===== config.mk =====
export PLATFORM = sky130hd
export DESIGN_NAME = lru_keyed_entry_cache_unit
export DESIGN_NICKNAME = d
export VERILOG_FILES = /design/src/rtl/lkec_pkg.sv /design/src/rtl/lkec_ram.sv /design/src/rtl/lru_keyed_entry_cache_unit.sv
export SDC_FILE = /design/constraint.sdc
export NUM_CORES = 2
export LEC_CHECK = 0
export BUFFER_PORTS_ARGS = -buffer_cell sky130_fd_sc_hd__buf_2
export CORE_AREA = 3 3 365 367
export CTS_CLUSTER_SIZE = 40
export DETAILED_ROUTE_END_ITERATION = 8
export DIE_AREA = 0 0 368 370
export GPL_ROUTABILITY_DRIVEN = 0
export GPL_TIMING_DRIVEN = 1
export HOLD_SLACK_MARGIN = 0.02
export PLACE_DENSITY_LB_ADDON = 0.08
export SETUP_SLACK_MARGIN = 0.15
export SLEW_MARGIN = 40
export SYNTH_ARGS = -nofsm -noshare
export SYNTH_HDL_FRONTEND = slang
export SYNTH_HIERARCHICAL = 1
export SYNTH_SLANG_ARGS = --single-unit

===== constraint.sdc =====
create_clock -name clk -period 9.8 [get_ports clk]
set_input_delay 2.45 -clock clk [delete_from_list [all_inputs] [get_ports clk]]
set_output_delay 2.45 -clock clk [all_outputs]
set_load 0.02 [all_outputs]

===== src/rtl/lkec_pkg.sv =====
`default_nettype none
package lkec_pkg;

    localparam int MAX_LIST  = 16;
    localparam int RANK_W    = 4;
    localparam int CNT_W     = 32;
    localparam int KEY_W     = 32;
    localparam int STATUS_W  = 3;
    localparam int SLOT_W    = 4;
    localparam int CAP_W     = 5;
    localparam int CFG_IDX_W = 2;
    localparam int CFG_DAT_W = 5;

    localparam logic [1:0] CMD_GET   = 2'd0;
    localparam logic [1:0] CMD_QUERY = 2'd1;
    localparam logic [1:0] CMD_LIST  = 2'd2;
    localparam logic [1:0] CMD_NONE  = 2'd3;

    localparam logic [STATUS_W-1:0] STAT_HIT        = 3'd0;
    localparam logic [STATUS_W-1:0] STAT_MISS       = 3'd1;
    localparam logic [STATUS_W-1:0] STAT_INVALID    = 3'd2;
    localparam logic [STATUS_W-1:0] STAT_DISABLED   = 3'd3;
    localparam logic [STATUS_W-1:0] STAT_LIST_ENTRY = 3'd4;
    localparam logic [STATUS_W-1:0] STAT_LIST_EMPTY = 3'd5;

    localparam logic [CFG_IDX_W-1:0] CFG_CAPACITY = 2'd0;
    localparam logic [CFG_IDX_W-1:0] CFG_ENABLED  = 2'd1;

    localparam logic [CAP_W-1:0] CAPACITY_RESET = 5'd2;
    localparam logic [CNT_W-1:0] CNT_MAX        = 32'hFFFF_FFFF;

    typedef enum logic [2:0] {
        ST_IDLE,
        ST_SCAN,
        ST_UPDATE,
        ST_ORDER,
        ST_WALK_RD,
        ST_WALK_DATA,
        ST_RESP
    } state_t;

endpackage
`default_nettype wire


===== src/rtl/lkec_ram.sv =====
`default_nettype none
module lkec_ram #(
    parameter int WIDTH = 64,
    parameter int DEPTH = 16
) (
    input  wire logic                                  clk,
    input  wire logic                                  we,
    input  wire logic [((DEPTH > 1) ? $clog2(DEPTH) : 1)-1:0] waddr,
    input  wire logic [WIDTH-1:0]                      wdata,
    input  wire logic [((DEPTH > 1) ? $clog2(DEPTH) : 1)-1:0] raddr,
    output logic      [WIDTH-1:0]                      rdata
);

    logic [WIDTH-1:0] mem [DEPTH];

    always_ff @(posedge clk)
    begin
        if (we)
        begin
            mem[waddr] <= wdata;
        end
        rdata <= mem[raddr];
    end

endmodule
`default_nettype wire


===== src/rtl/lru_keyed_entry_cache_unit.sv =====
`default_nettype none
// Get and query: an enabled, valid request runs the one-slot-per-cycle tag scan
// through the key RAM and its registered read, then the UPDATE and RESP states.
// List: ORDER builds the recency order; keys then pass WALK_RD, WALK_DATA and RESP.
// A new item is taken once the last result of the previous one is registered.
// Reset clears all valid bits, occupancy and counters at once; capacity resets to 2
// and the block starts disabled. Writing capacity empties the store.
module lru_keyed_entry_cache_unit #(
    parameter int SLOTS = 16
) (
    input  wire logic                                 clk,
    input  wire logic                                 rst_n,
    input  wire logic                                 in_valid,
    output logic                                      in_ready,
    input  wire logic [1:0]                           cmd,
    input  wire logic signed [lkec_pkg::KEY_W-1:0]    domain_id,
    input  wire logic signed [lkec_pkg::KEY_W-1:0]    time_step,
    output logic                                      out_valid,
    input  wire logic                                 out_ready,
    output logic [lkec_pkg::STATUS_W-1:0]             status,
    output logic [lkec_pkg::SLOT_W-1:0]               slot,
    output logic                                      present,
    output logic                                      evicted,
    output logic signed [lkec_pkg::KEY_W-1:0]         evicted_domain,
    output logic signed [lkec_pkg::KEY_W-1:0]         evicted_time,
    output logic signed [lkec_pkg::KEY_W-1:0]         entry_domain,
    output logic signed [lkec_pkg::KEY_W-1:0]         entry_time,
    output logic [lkec_pkg::CNT_W-1:0]                loads_total,
    output logic [lkec_pkg::CNT_W-1:0]                purges_total,
    output logic                                      last,
    input  wire logic                                 cfg_valid,
    output logic                                      cfg_ready,
    input  wire logic [lkec_pkg::CFG_IDX_W-1:0]       cfg_index,
    input  wire logic [lkec_pkg::CFG_DAT_W-1:0]       cfg_data
);

    localparam int IW      = (SLOTS > 1) ? $clog2(SLOTS) : 1;
    localparam int CW      = $clog2(SLOTS + 1);
    localparam int CAP_MAX = (SLOTS < lkec_pkg::MAX_LIST) ? SLOTS : lkec_pkg::MAX_LIST;
    localparam int KW      = lkec_pkg::KEY_W;
    localparam int RW      = lkec_pkg::RANK_W;

    lkec_pkg::state_t state_reg, state_next;

    logic [lkec_pkg::CAP_W-1:0] capacity_reg, capacity_next;
    logic                       enabled_reg, enabled_next;
    logic [lkec_pkg::CAP_W-1:0] occupancy_reg, occupancy_next;
    logic [lkec_pkg::CNT_W-1:0] load_cnt_reg, load_cnt_next;
    logic [lkec_pkg::CNT_W-1:0] purge_cnt_reg, purge_cnt_next;
    logic                       valid_reg [SLOTS];
    logic                       valid_next [SLOTS];
    logic [RW-1:0]              rank_reg [SLOTS];
    logic [RW-1:0]              rank_next [SLOTS];
    logic [IW-1:0]              order_reg [lkec_pkg::MAX_LIST];
    logic [IW-1:0]              order_next [lkec_pkg::MAX_LIST];

    logic [1:0]                 cmd_reg, cmd_next;
    logic [KW-1:0]              key_dom_reg, key_dom_next;
    logic [KW-1:0]              key_time_reg, key_time_next;

    logic [CW-1:0]              scan_idx_reg, scan_idx_next;
    logic                       cmp_vld_reg, cmp_vld_next;
    logic [IW-1:0]              cmp_idx_reg, cmp_idx_next;
    logic [lkec_pkg::CAP_W-1:0] walk_r_reg, walk_r_next;

    logic                       hit_reg, hit_next;
    logic [IW-1:0]              hit_slot_reg, hit_slot_next;
    logic [RW-1:0]              hit_rank_reg, hit_rank_next;
    logic                       free_found_reg, free_found_next;
    logic [IW-1:0]              free_slot_reg, free_slot_next;
    logic [IW-1:0]              lru_slot_reg, lru_slot_next;
    logic [KW-1:0]              lru_dom_reg, lru_dom_next;
    logic [KW-1:0]              lru_time_reg, lru_time_next;

    logic [lkec_pkg::STATUS_W-1:0] res_status_reg, res_status_next;
    logic [lkec_pkg::SLOT_W-1:0]   res_slot_reg, res_slot_next;
    logic                          res_present_reg, res_present_next;
    logic                          res_evicted_reg, res_evicted_next;
    logic [KW-1:0]                 res_ev_dom_reg, res_ev_dom_next;
    logic [KW-1:0]                 res_ev_time_reg, res_ev_time_next;
    logic [KW-1:0]                 res_ent_dom_reg, res_ent_dom_next;
    logic [KW-1:0]                 res_ent_time_reg, res_ent_time_next;
    logic                          res_last_reg, res_last_next;

    logic                          out_valid_reg, out_valid_next;
    logic [lkec_pkg::STATUS_W-1:0] out_status_reg, out_status_next;
    logic [lkec_pkg::SLOT_W-1:0]   out_slot_reg, out_slot_next;
    logic                          out_present_reg, out_present_next;
    logic                          out_evicted_reg, out_evicted_next;
    logic [KW-1:0]                 out_ev_dom_reg, out_ev_dom_next;
    logic [KW-1:0]                 out_ev_time_reg, out_ev_time_next;
    logic [KW-1:0]                 out_ent_dom_reg, out_ent_dom_next;
    logic [KW-1:0]                 out_ent_time_reg, out_ent_time_next;
    logic [lkec_pkg::CNT_W-1:0]    out_loads_reg, out_loads_next;
    logic [lkec_pkg::CNT_W-1:0]    out_purges_reg, out_purges_next;
    logic                          out_last_reg, out_last_next;

    logic                       ram_we;
    logic [IW-1:0]              ram_waddr;
    logic [2*KW-1:0]            ram_wdata;
    logic [IW-1:0]              ram_raddr;
    logic [2*KW-1:0]            ram_rdata;

    logic [lkec_pkg::CAP_W-1:0] eff_cap;
    logic                       full;
    logic [IW-1:0]              ins_slot;
    logic                       in_acc;
    logic                       out_free;
    logic                       cmp_valid;
    logic [RW-1:0]              cmp_rank;

    lkec_ram #(
        .WIDTH (2 * KW),
        .DEPTH (SLOTS)
    ) u_key_ram (
        .clk   (clk),
        .we    (ram_we),
        .waddr (ram_waddr),
        .wdata (ram_wdata),
        .raddr (ram_raddr),
        .rdata (ram_rdata)
    );

    always_comb
    begin
        if (capacity_reg == '0)
        begin
            eff_cap = lkec_pkg::CAP_W'(1);
        end
        else if (capacity_reg > lkec_pkg::CAP_W'(CAP_MAX))
        begin
            eff_cap = lkec_pkg::CAP_W'(CAP_MAX);
        end
        else
        begin
            eff_cap = capacity_reg;
        end
    end

    assign full      = (occupancy_reg >= eff_cap);
    assign ins_slot  = full ? lru_slot_reg : free_slot_reg;
    assign in_ready  = (state_reg == lkec_pkg::ST_IDLE);
    assign in_acc    = in_valid && in_ready;
    assign out_free  = !out_valid_reg || out_ready;
    assign cfg_ready = 1'b1;
    assign cmp_valid = valid_reg[cmp_idx_reg];
    assign cmp_rank  = rank_reg[cmp_idx_reg];

    assign ram_we    = (state_reg == lkec_pkg::ST_UPDATE) && (cmd_reg == lkec_pkg::CMD_GET)
                       && !hit_reg;
    assign ram_waddr = ins_slot;
    assign ram_wdata = {key_dom_reg, key_time_reg};

    always_comb
    begin
        if (state_reg == lkec_pkg::ST_WALK_RD)
        begin
            ram_raddr = order_reg[walk_r_reg[RW-1:0]];
        end
        else
        begin
            ram_raddr = scan_idx_reg[IW-1:0];
        end
    end

    always_comb
    begin
        state_next        = state_reg;
        capacity_next     = capacity_reg;
        enabled_next      = enabled_reg;
        occupancy_next    = occupancy_reg;
        load_cnt_next     = load_cnt_reg;
        purge_cnt_next    = purge_cnt_reg;
        valid_next        = valid_reg;
        rank_next         = rank_reg;
        order_next        = order_reg;
        cmd_next          = cmd_reg;
        key_dom_next      = key_dom_reg;
        key_time_next     = key_time_reg;
        scan_idx_next     = scan_idx_reg;
        cmp_vld_next      = 1'b0;
        cmp_idx_next      = cmp_idx_reg;
        walk_r_next       = walk_r_reg;
        hit_next          = hit_reg;
        hit_slot_next     = hit_slot_reg;
        hit_rank_next     = hit_rank_reg;
        free_found_next   = free_found_reg;
        free_slot_next    = free_slot_reg;
        lru_slot_next     = lru_slot_reg;
        lru_dom_next      = lru_dom_reg;
        lru_time_next     = lru_time_reg;
        res_status_next   = res_status_reg;
        res_slot_next     = res_slot_reg;
        res_present_next  = res_present_reg;
        res_evicted_next  = res_evicted_reg;
        res_ev_dom_next   = res_ev_dom_reg;
        res_ev_time_next  = res_ev_time_reg;
        res_ent_dom_next  = res_ent_dom_reg;
        res_ent_time_next = res_ent_time_reg;
        res_last_next     = res_last_reg;
        out_valid_next    = out_valid_reg && !out_ready;
        out_status_next   = out_status_reg;
        out_slot_next     = out_slot_reg;
        out_present_next  = out_present_reg;
        out_evicted_next  = out_evicted_reg;
        out_ev_dom_next   = out_ev_dom_reg;
        out_ev_time_next  = out_ev_time_reg;
        out_ent_dom_next  = out_ent_dom_reg;
        out_ent_time_next = out_ent_time_reg;
        out_loads_next    = out_loads_reg;
        out_purges_next   = out_purges_reg;
        out_last_next     = out_last_reg;

        unique case (state_reg)
            lkec_pkg::ST_IDLE:
            begin
                if (in_acc)
                begin
                    cmd_next          = cmd;
                    key_dom_next      = domain_id;
                    key_time_next     = time_step;
                    scan_idx_next     = '0;
                    walk_r_next       = '0;
                    hit_next          = 1'b0;
                    free_found_next   = 1'b0;
                    free_slot_next    = '0;
                    lru_slot_next     = '0;
                    lru_dom_next      = '0;
                    lru_time_next     = '0;
                    res_status_next   = lkec_pkg::STAT_HIT;
                    res_slot_next     = '0;
                    res_present_next  = 1'b0;
                    res_evicted_next  = 1'b0;
                    res_ev_dom_next   = '0;
                    res_ev_time_next  = '0;
                    res_ent_dom_next  = '0;
                    res_ent_time_next = '0;
                    res_last_next     = 1'b1;
                    unique case (cmd) inside
                        lkec_pkg::CMD_NONE:
                        begin
                            state_next = lkec_pkg::ST_IDLE;
                        end
                        lkec_pkg::CMD_LIST:
                        begin
                            if (!enabled_reg)
                            begin
                                res_status_next = lkec_pkg::STAT_DISABLED;
                                state_next      = lkec_pkg::ST_RESP;
                            end
                            else if (occupancy_reg == '0)
                            begin
                                res_status_next = lkec_pkg::STAT_LIST_EMPTY;
                                state_next      = lkec_pkg::ST_RESP;
                            end
                            else
                            begin
                                state_next = lkec_pkg::ST_ORDER;
                            end
                        end
                        lkec_pkg::CMD_GET, lkec_pkg::CMD_QUERY:
                        begin
                            if (!enabled_reg)
                            begin
                                res_status_next = lkec_pkg::STAT_DISABLED;
                                state_next      = lkec_pkg::ST_RESP;
                            end
                            else if (domain_id[KW-1])
                            begin
                                res_status_next = lkec_pkg::STAT_INVALID;
                                state_next      = lkec_pkg::ST_RESP;
                            end
                            else
                            begin
                                state_next = lkec_pkg::ST_SCAN;
                            end
                        end
                        default:
                        begin
                            state_next = lkec_pkg::ST_IDLE;
                        end
                    endcase
                end
            end

            lkec_pkg::ST_SCAN:
            begin
                if (scan_idx_reg < CW'(SLOTS))
                begin
                    cmp_vld_next  = 1'b1;
                    cmp_idx_next  = scan_idx_reg[IW-1:0];
                    scan_idx_next = scan_idx_reg + CW'(1);
                end
                else if (!cmp_vld_reg)
                begin
                    state_next = lkec_pkg::ST_UPDATE;
                end
                if (cmp_vld_reg)
                begin
                    if (cmp_valid && !hit_reg && ram_rdata == {key_dom_reg, key_time_reg})
                    begin
                        hit_next      = 1'b1;
                        hit_slot_next = cmp_idx_reg;
                        hit_rank_next = cmp_rank;
                    end
                    if (!cmp_valid && !free_found_reg)
                    begin
                        free_found_next = 1'b1;
                        free_slot_next  = cmp_idx_reg;
                    end
                    if (cmp_valid
                        && (lkec_pkg::CAP_W'(cmp_rank) + lkec_pkg::CAP_W'(1) == occupancy_reg))
                    begin
                        lru_slot_next = cmp_idx_reg;
                        lru_dom_next  = ram_rdata[2*KW-1:KW];
                        lru_time_next = ram_rdata[KW-1:0];
                    end
                end
            end

            lkec_pkg::ST_UPDATE:
            begin
                state_next = lkec_pkg::ST_RESP;
                if (cmd_reg == lkec_pkg::CMD_QUERY)
                begin
                    res_status_next  = lkec_pkg::STAT_HIT;
                    res_present_next = hit_reg;
                    res_slot_next    = hit_reg ? lkec_pkg::SLOT_W'(hit_slot_reg) : '0;
                end
                else if (hit_reg)
                begin
                    for (int i = 0; i < SLOTS; i++)
                    begin
                        if (valid_reg[i] && rank_reg[i] < hit_rank_reg)
                        begin
                            rank_next[i] = rank_reg[i] + RW'(1);
                        end
                    end
                    rank_next[hit_slot_reg] = '0;
                    res_status_next = lkec_pkg::STAT_HIT;
                    res_slot_next   = lkec_pkg::SLOT_W'(hit_slot_reg);
                end
                else
                begin
                    for (int i = 0; i < SLOTS; i++)
                    begin
                        if (valid_reg[i])
                        begin
                            rank_next[i] = rank_reg[i] + RW'(1);
                        end
                    end
                    rank_next[ins_slot]  = '0;
                    valid_next[ins_slot] = 1'b1;
                    if (full)
                    begin
                        res_evicted_next = 1'b1;
                        res_ev_dom_next  = lru_dom_reg;
                        res_ev_time_next = lru_time_reg;
                        if (purge_cnt_reg != lkec_pkg::CNT_MAX)
                        begin
                            purge_cnt_next = purge_cnt_reg + lkec_pkg::CNT_W'(1);
                        end
                    end
                    else
                    begin
                        occupancy_next = occupancy_reg + lkec_pkg::CAP_W'(1);
                    end
                    if (load_cnt_reg != lkec_pkg::CNT_MAX)
                    begin
                        load_cnt_next = load_cnt_reg + lkec_pkg::CNT_W'(1);
                    end
                    res_status_next = lkec_pkg::STAT_MISS;
                    res_slot_next   = lkec_pkg::SLOT_W'(ins_slot);
                end
            end

            lkec_pkg::ST_ORDER:
            begin
                if (scan_idx_reg < CW'(SLOTS))
                begin
                    if (valid_reg[scan_idx_reg[IW-1:0]])
                    begin
                        order_next[rank_reg[scan_idx_reg[IW-1:0]]] = scan_idx_reg[IW-1:0];
                    end
                    scan_idx_next = scan_idx_reg + CW'(1);
                end
                else
                begin
                    state_next = lkec_pkg::ST_WALK_RD;
                end
            end

            lkec_pkg::ST_WALK_RD:
            begin
                state_next = lkec_pkg::ST_WALK_DATA;
            end

            lkec_pkg::ST_WALK_DATA:
            begin
                res_status_next   = lkec_pkg::STAT_LIST_ENTRY;
                res_ent_dom_next  = ram_rdata[2*KW-1:KW];
                res_ent_time_next = ram_rdata[KW-1:0];
                res_last_next     = (walk_r_reg + lkec_pkg::CAP_W'(1) == occupancy_reg);
                walk_r_next       = walk_r_reg + lkec_pkg::CAP_W'(1);
                state_next        = lkec_pkg::ST_RESP;
            end

            lkec_pkg::ST_RESP:
            begin
                if (out_free)
                begin
                    out_valid_next    = 1'b1;
                    out_status_next   = res_status_reg;
                    out_slot_next     = res_slot_reg;
                    out_present_next  = res_present_reg;
                    out_evicted_next  = res_evicted_reg;
                    out_ev_dom_next   = res_ev_dom_reg;
                    out_ev_time_next  = res_ev_time_reg;
                    out_ent_dom_next  = res_ent_dom_reg;
                    out_ent_time_next = res_ent_time_reg;
                    out_loads_next    = load_cnt_reg;
                    out_purges_next   = purge_cnt_reg;
                    out_last_next     = res_last_reg;
                    state_next        = res_last_reg ? lkec_pkg::ST_IDLE : lkec_pkg::ST_WALK_RD;
                end
            end

            default:
            begin
                state_next = lkec_pkg::ST_IDLE;
            end
        endcase

        if (cfg_valid && cfg_ready)
        begin
            unique case (cfg_index)
                lkec_pkg::CFG_CAPACITY:
                begin
                    capacity_next  = cfg_data;
                    occupancy_next = '0;
                    for (int i = 0; i < SLOTS; i++)
                    begin
                        valid_next[i] = 1'b0;
                    end
                end
                lkec_pkg::CFG_ENABLED:
                begin
                    enabled_next = cfg_data[0];
                end
                default:
                begin
                    enabled_next = enabled_reg;
                end
            endcase
        end
    end

    always_ff @(posedge clk or negedge rst_n)
    begin
        if (!rst_n)
        begin
            state_reg     <= lkec_pkg::ST_IDLE;
            capacity_reg  <= lkec_pkg::CAPACITY_RESET;
            enabled_reg   <= 1'b0;
            occupancy_reg <= '0;
            load_cnt_reg  <= '0;
            purge_cnt_reg <= '0;
            cmp_vld_reg   <= 1'b0;
            out_valid_reg <= 1'b0;
            for (int i = 0; i < SLOTS; i++)
            begin
                valid_reg[i] <= 1'b0;
            end
        end
        else
        begin
            state_reg     <= state_next;
            capacity_reg  <= capacity_next;
            enabled_reg   <= enabled_next;
            occupancy_reg <= occupancy_next;
            load_cnt_reg  <= load_cnt_next;
            purge_cnt_reg <= purge_cnt_next;
            cmp_vld_reg   <= cmp_vld_next;
            out_valid_reg <= out_valid_next;
            valid_reg     <= valid_next;
        end
    end

    always_ff @(posedge clk)
    begin
        rank_reg         <= rank_next;
        order_reg        <= order_next;
        cmd_reg          <= cmd_next;
        key_dom_reg      <= key_dom_next;
        key_time_reg     <= key_time_next;
        scan_idx_reg     <= scan_idx_next;
        cmp_idx_reg      <= cmp_idx_next;
        walk_r_reg       <= walk_r_next;
        hit_reg          <= hit_next;
        hit_slot_reg     <= hit_slot_next;
        hit_rank_reg     <= hit_rank_next;
        free_found_reg   <= free_found_next;
        free_slot_reg    <= free_slot_next;
        lru_slot_reg     <= lru_slot_next;
        lru_dom_reg      <= lru_dom_next;
        lru_time_reg     <= lru_time_next;
        res_status_reg   <= res_status_next;
        res_slot_reg     <= res_slot_next;
        res_present_reg  <= res_present_next;
        res_evicted_reg  <= res_evicted_next;
        res_ev_dom_reg   <= res_ev_dom_next;
        res_ev_time_reg  <= res_ev_time_next;
        res_ent_dom_reg  <= res_ent_dom_next;
        res_ent_time_reg <= res_ent_time_next;
        res_last_reg     <= res_last_next;
        out_status_reg   <= out_status_next;
        out_slot_reg     <= out_slot_next;
        out_present_reg  <= out_present_next;
        out_evicted_reg  <= out_evicted_next;
        out_ev_dom_reg   <= out_ev_dom_next;
        out_ev_time_reg  <= out_ev_time_next;
        out_ent_dom_reg  <= out_ent_dom_next;
        out_ent_time_reg <= out_ent_time_next;
        out_loads_reg    <= out_loads_next;
        out_purges_reg   <= out_purges_next;
        out_last_reg     <= out_last_next;
    end

    assign out_valid      = out_valid_reg;
    assign status         = out_status_reg;
    assign slot           = out_slot_reg;
    assign present        = out_present_reg;
    assign evicted        = out_evicted_reg;
    assign evicted_domain = $signed(out_ev_dom_reg);
    assign evicted_time   = $signed(out_ev_time_reg);
    assign entry_domain   = $signed(out_ent_dom_reg);
    assign entry_time     = $signed(out_ent_time_reg);
    assign loads_total    = out_loads_reg;
    assign purges_total   = out_purges_reg;
    assign last           = out_last_reg;

endmodule
`default_nettype wire

==> impl_metrics.py <==
metrics = {
    "outcome": {
        "run_status": "completed",
    },
    "final_layout": {
        "number_of_flip_flops_under_the_largest_register_name": 1024,
        "area_growth_syn_to_layout_pct": 14.0,
        "finalNonFillerCells": 6156,
        "top_register": "u_key_ram/mem",
        "layout.core_utilization_pct": 63.0,
        "final_nets": 4411,
        "post_route_cells_drive_above_1_share_pct": 23.2,
        "stdcell_area_um2": 81700,
    },
    "timing": {
        "final.setup.tns_ps": 0,
        "tightest_slew_ps": 897,
        "layout_worst_path_cycle_share_pct": 47.7,
        "max_freq_ghz": 0.214,
        "slew_headroom_pct": 40.2,
        "hold_viol_final": 0,
        "slew_violations": 0,
        "setup_repair_after_global_routing_missed_its_margin": "false",
        "worst_clock_skew_ps": 36.0,
        "report.final.setup_viol": 0,
        "post-route-min-period_ps": 4670,
    },
    "place": {
        "numPlacedInstances": 5812,
        "dp_hpwl_um": 105000,
        "detailed_place.area_um2": 75500,
        "port-buffer-count": 281,
    },
    "detailed_routing": {
        "routed-via-count": 37300,
        "vias_per_cell": 6.05,
        "postRouteAntennaNets": 0,
        "drt_iter0_drc": 3943,
        "wl_per_cell_um": 27.7,
        "drt-pass1-iter-count": 6,
        "drt-total-wl_um": 171000,
        "route.detailed.drc": 0,
    },
    "power_and_ir_drop": {
        "finalPower_mw": 22.9,
        "irDropWorstVdd_uv": 230,
        "power_per_cell_area_nw_per_um2": 281,
        "static-leakage-power_nw": 28.1,
    },
    "critical_path": {
        "setup.worst_path.class": "reg2reg",
        "cp_data_required_time_ps": 10210,
        "crit_path_end_kind": "register",
        "cp-start-kind": "register",
        "startpoint": "capacity_reg[1]",
        "regToRegStartpoint": "capacity_reg[1]",
        "worstPathMaxFanout": 49,
        "reg2reg_depth": 14,
        "rr_endpoint": "u_key_ram/mem[7][43]",
        "endpoint": "u_key_ram/mem[7][43]",
        "cp.arrival_ps": 5080,
        "worst_r2r_setup_slack_ps": 5130,
    },
    "global_route": {
        "global_route_wire_length_before_repair_um": 252000,
        "grt_max_degree": 147,
        "vias_in_the_first_global_route": 37100,
        "antenna_found_initial": 12,
        "global_route.usage.total_pct": 25.4,
        "overflow": 0,
    },
    "synth": {
        "flip_flop_cell_with_the_highest_count_after_synthesis": "sky130_fd_sc_hd__edfxtp_1",
        "yosys.area.top_type": "sky130_fd_sc_hd__edfxtp_1",
        "synth-seq-area-share_pct": 74.4,
        "post-synth-top-area-fraction_pct": 69.3,
        "synth.net_count": 4040,
        "async_flop_share_pct": 5.29,
        "synth_area_um2": 71700,
        "post_synth_most_frequent_cells": "1,654 x sky130_fd_sc_hd__edfxtp_1, 309 x sky130_fd_sc_hd__mux4_2, 193 x sky130_fd_sc_hd__and2_1",
        "yosysWarnings": 6,
        "post_synthesis_cell_count": 3886,
        "synth.ff_latch_count": 1814,
        "top_cells_by_area_in_the_synthesized_netlist": "sky130_fd_sc_hd__edfxtp_1 69%, sky130_fd_sc_hd__mux4_2 9.7%, sky130_fd_sc_hd__dfrtp_1 3.3%",
        "synth_area_per_cell_um2": 18.4,
        "synth_cell_type_count": 76,
        "synth_edf_count": 1654,
        "post-synth-top-count-cell": "sky130_fd_sc_hd__edfxtp_1",
    },
    "min_path": {
        "worst_hold_path_class": "reg2reg",
        "worst_hold_path.num_cells": 0,
    },
    "floorplanning": {
        "placementRows": 132,
        "start_util_pct": 55.2,
        "total_die_area_um2": 136000,
        "design.portCount": 283,
        "fp.dieW_um": 368,
        "die_height_um": 370,
        "floorplan_core_area_um2": 130000,
    },
    "clocking": {
        "clock_path_buffers": 3,
        "worst_setup_hold_path_clk_slew_ps": 60,
        "cts_setup_buffers": 0,
        "post_cts_resize_count": 0,
        "ctsRootBufferMaster": "sky130_fd_sc_hd__clkbuf_16",
        "clkLatencyLatePin_ps": 810,
        "clock_sink_count": 1814,
        "cts_buffers": 179,
        "clock_tree_from_tritoncts": "built",
        "post_cts_hold_buffer_count": 0,
        "htree_num_levels": 4,
    },
    "run": {
        "max_cap_violation_count": 0,
    },
}
-- per-layer routing --
layer	up-vias	global-route usage [%]	routed length, µm
li1	16200	-	-
met1	19400	36.5	72300
met2	1383	40.8	82500
met3	257	4.02	11300
met4	4	7.36	4440
met5	-	0	24
-- metrics by stage --
step                      setup slack (ps)  hold slack, ps
after floorplan                       1550             400
after global placement                4730             400
after detailed placement              4660             405
after CTS                             4810             409
after global routing                  4810             422
final                                 5130             414
-- worst max-delay path, stage by stage (launching register included) --
cell and delay (ps):
sky130_fd_sc_hd__dfstp_2 540, sky130_fd_sc_hd__nor3_1 50, sky130_fd_sc_hd__nor2_1 90, sky130_fd_sc_hd__nor2_1 60, sky130_fd_sc_hd__ha_1 250, sky130_fd_sc_hd__nand2b_1 90, sky130_fd_sc_hd__a21o_1 100, sky130_fd_sc_hd__a21o_1 460
sky130_fd_sc_hd__a21o_1 180, sky130_fd_sc_hd__buf_4 330, sky130_fd_sc_hd__nand2_1 90, sky130_fd_sc_hd__nand2_1 290, sky130_fd_sc_hd__nand2_1 310, sky130_fd_sc_hd__nor2_4 720, sky130_fd_sc_hd__buf_6 640
-- power breakdown --
part / internal, mW / switching [mW] / leakage [nW]
Combinational: 2.28 / 3.33 / 8.18
Clock: 4.13 / 2.86 / 2.97
Sequential: 9.55 / 0.785 / 16.9
-- worst min path at each step --
stage,start,to,slack [ps]
after floorplan,res_ent_dom_reg[0],entry_domain[0],400
after global placement,res_ev_time_reg[26],evicted_time[26],400
after detailed placement,res_ent_dom_reg[28],entry_domain[28],400
after CTS,res_ent_dom_reg[19],entry_domain[19],410
after global routing,res_ev_dom_reg[24],evicted_domain[24],420
final,res_ev_dom_reg[0],evicted_domain[0],410
-- area by class of cell --
cell class / count / area [µm²]
timing repair buffer: 361 / 2360
sequential: 1814 / 53400
tap: 1742 / 2180
antenna: 1 / 2.50
clock inverter: 89 / 967
fill: 9096 / 48100
multi-input combinational: 1824 / 17500
inverter: 77 / 292
clock buffer: 248 / 5120
-- cells in the final DEF (no fill, tap or decap), types with 76 or more instances in the layout --
cell type,instances
sky130_fd_sc_hd__dfrtp_1,95
sky130_fd_sc_hd__clkbuf_16,187
sky130_fd_sc_hd__buf_2,280
sky130_fd_sc_hd__and2_1,192
sky130_fd_sc_hd__ha_1,76
sky130_fd_sc_hd__a22oi_1,129
sky130_fd_sc_hd__nor2_1,97
sky130_fd_sc_hd__nand2_1,179
sky130_fd_sc_hd__mux4_2,309
sky130_fd_sc_hd__edfxtp_1,1654
-- cells by family (layout without fill, tap and decap cells) --
| group | count (synthesis) | in the layout | share of synthesized area, % |
|---|---|---|---|
| flops | 1814 | 1814 | 74.4 |
| simple gates | 784 | 784 | 5.85 |
| compound gates | 466 | 466 | 4.69 |
| mux | 365 | 365 | 10.5 |
| buf+inv | 248 | 775 | 1.55 |
| xor+xnor | 132 | 132 | 1.61 |
| fa+ha+maj | 76 | 76 | 1.33 |
| other cells | 1 | 2 | 0.00523 |
Note: power is estimated with default switching activity, not from simulation.
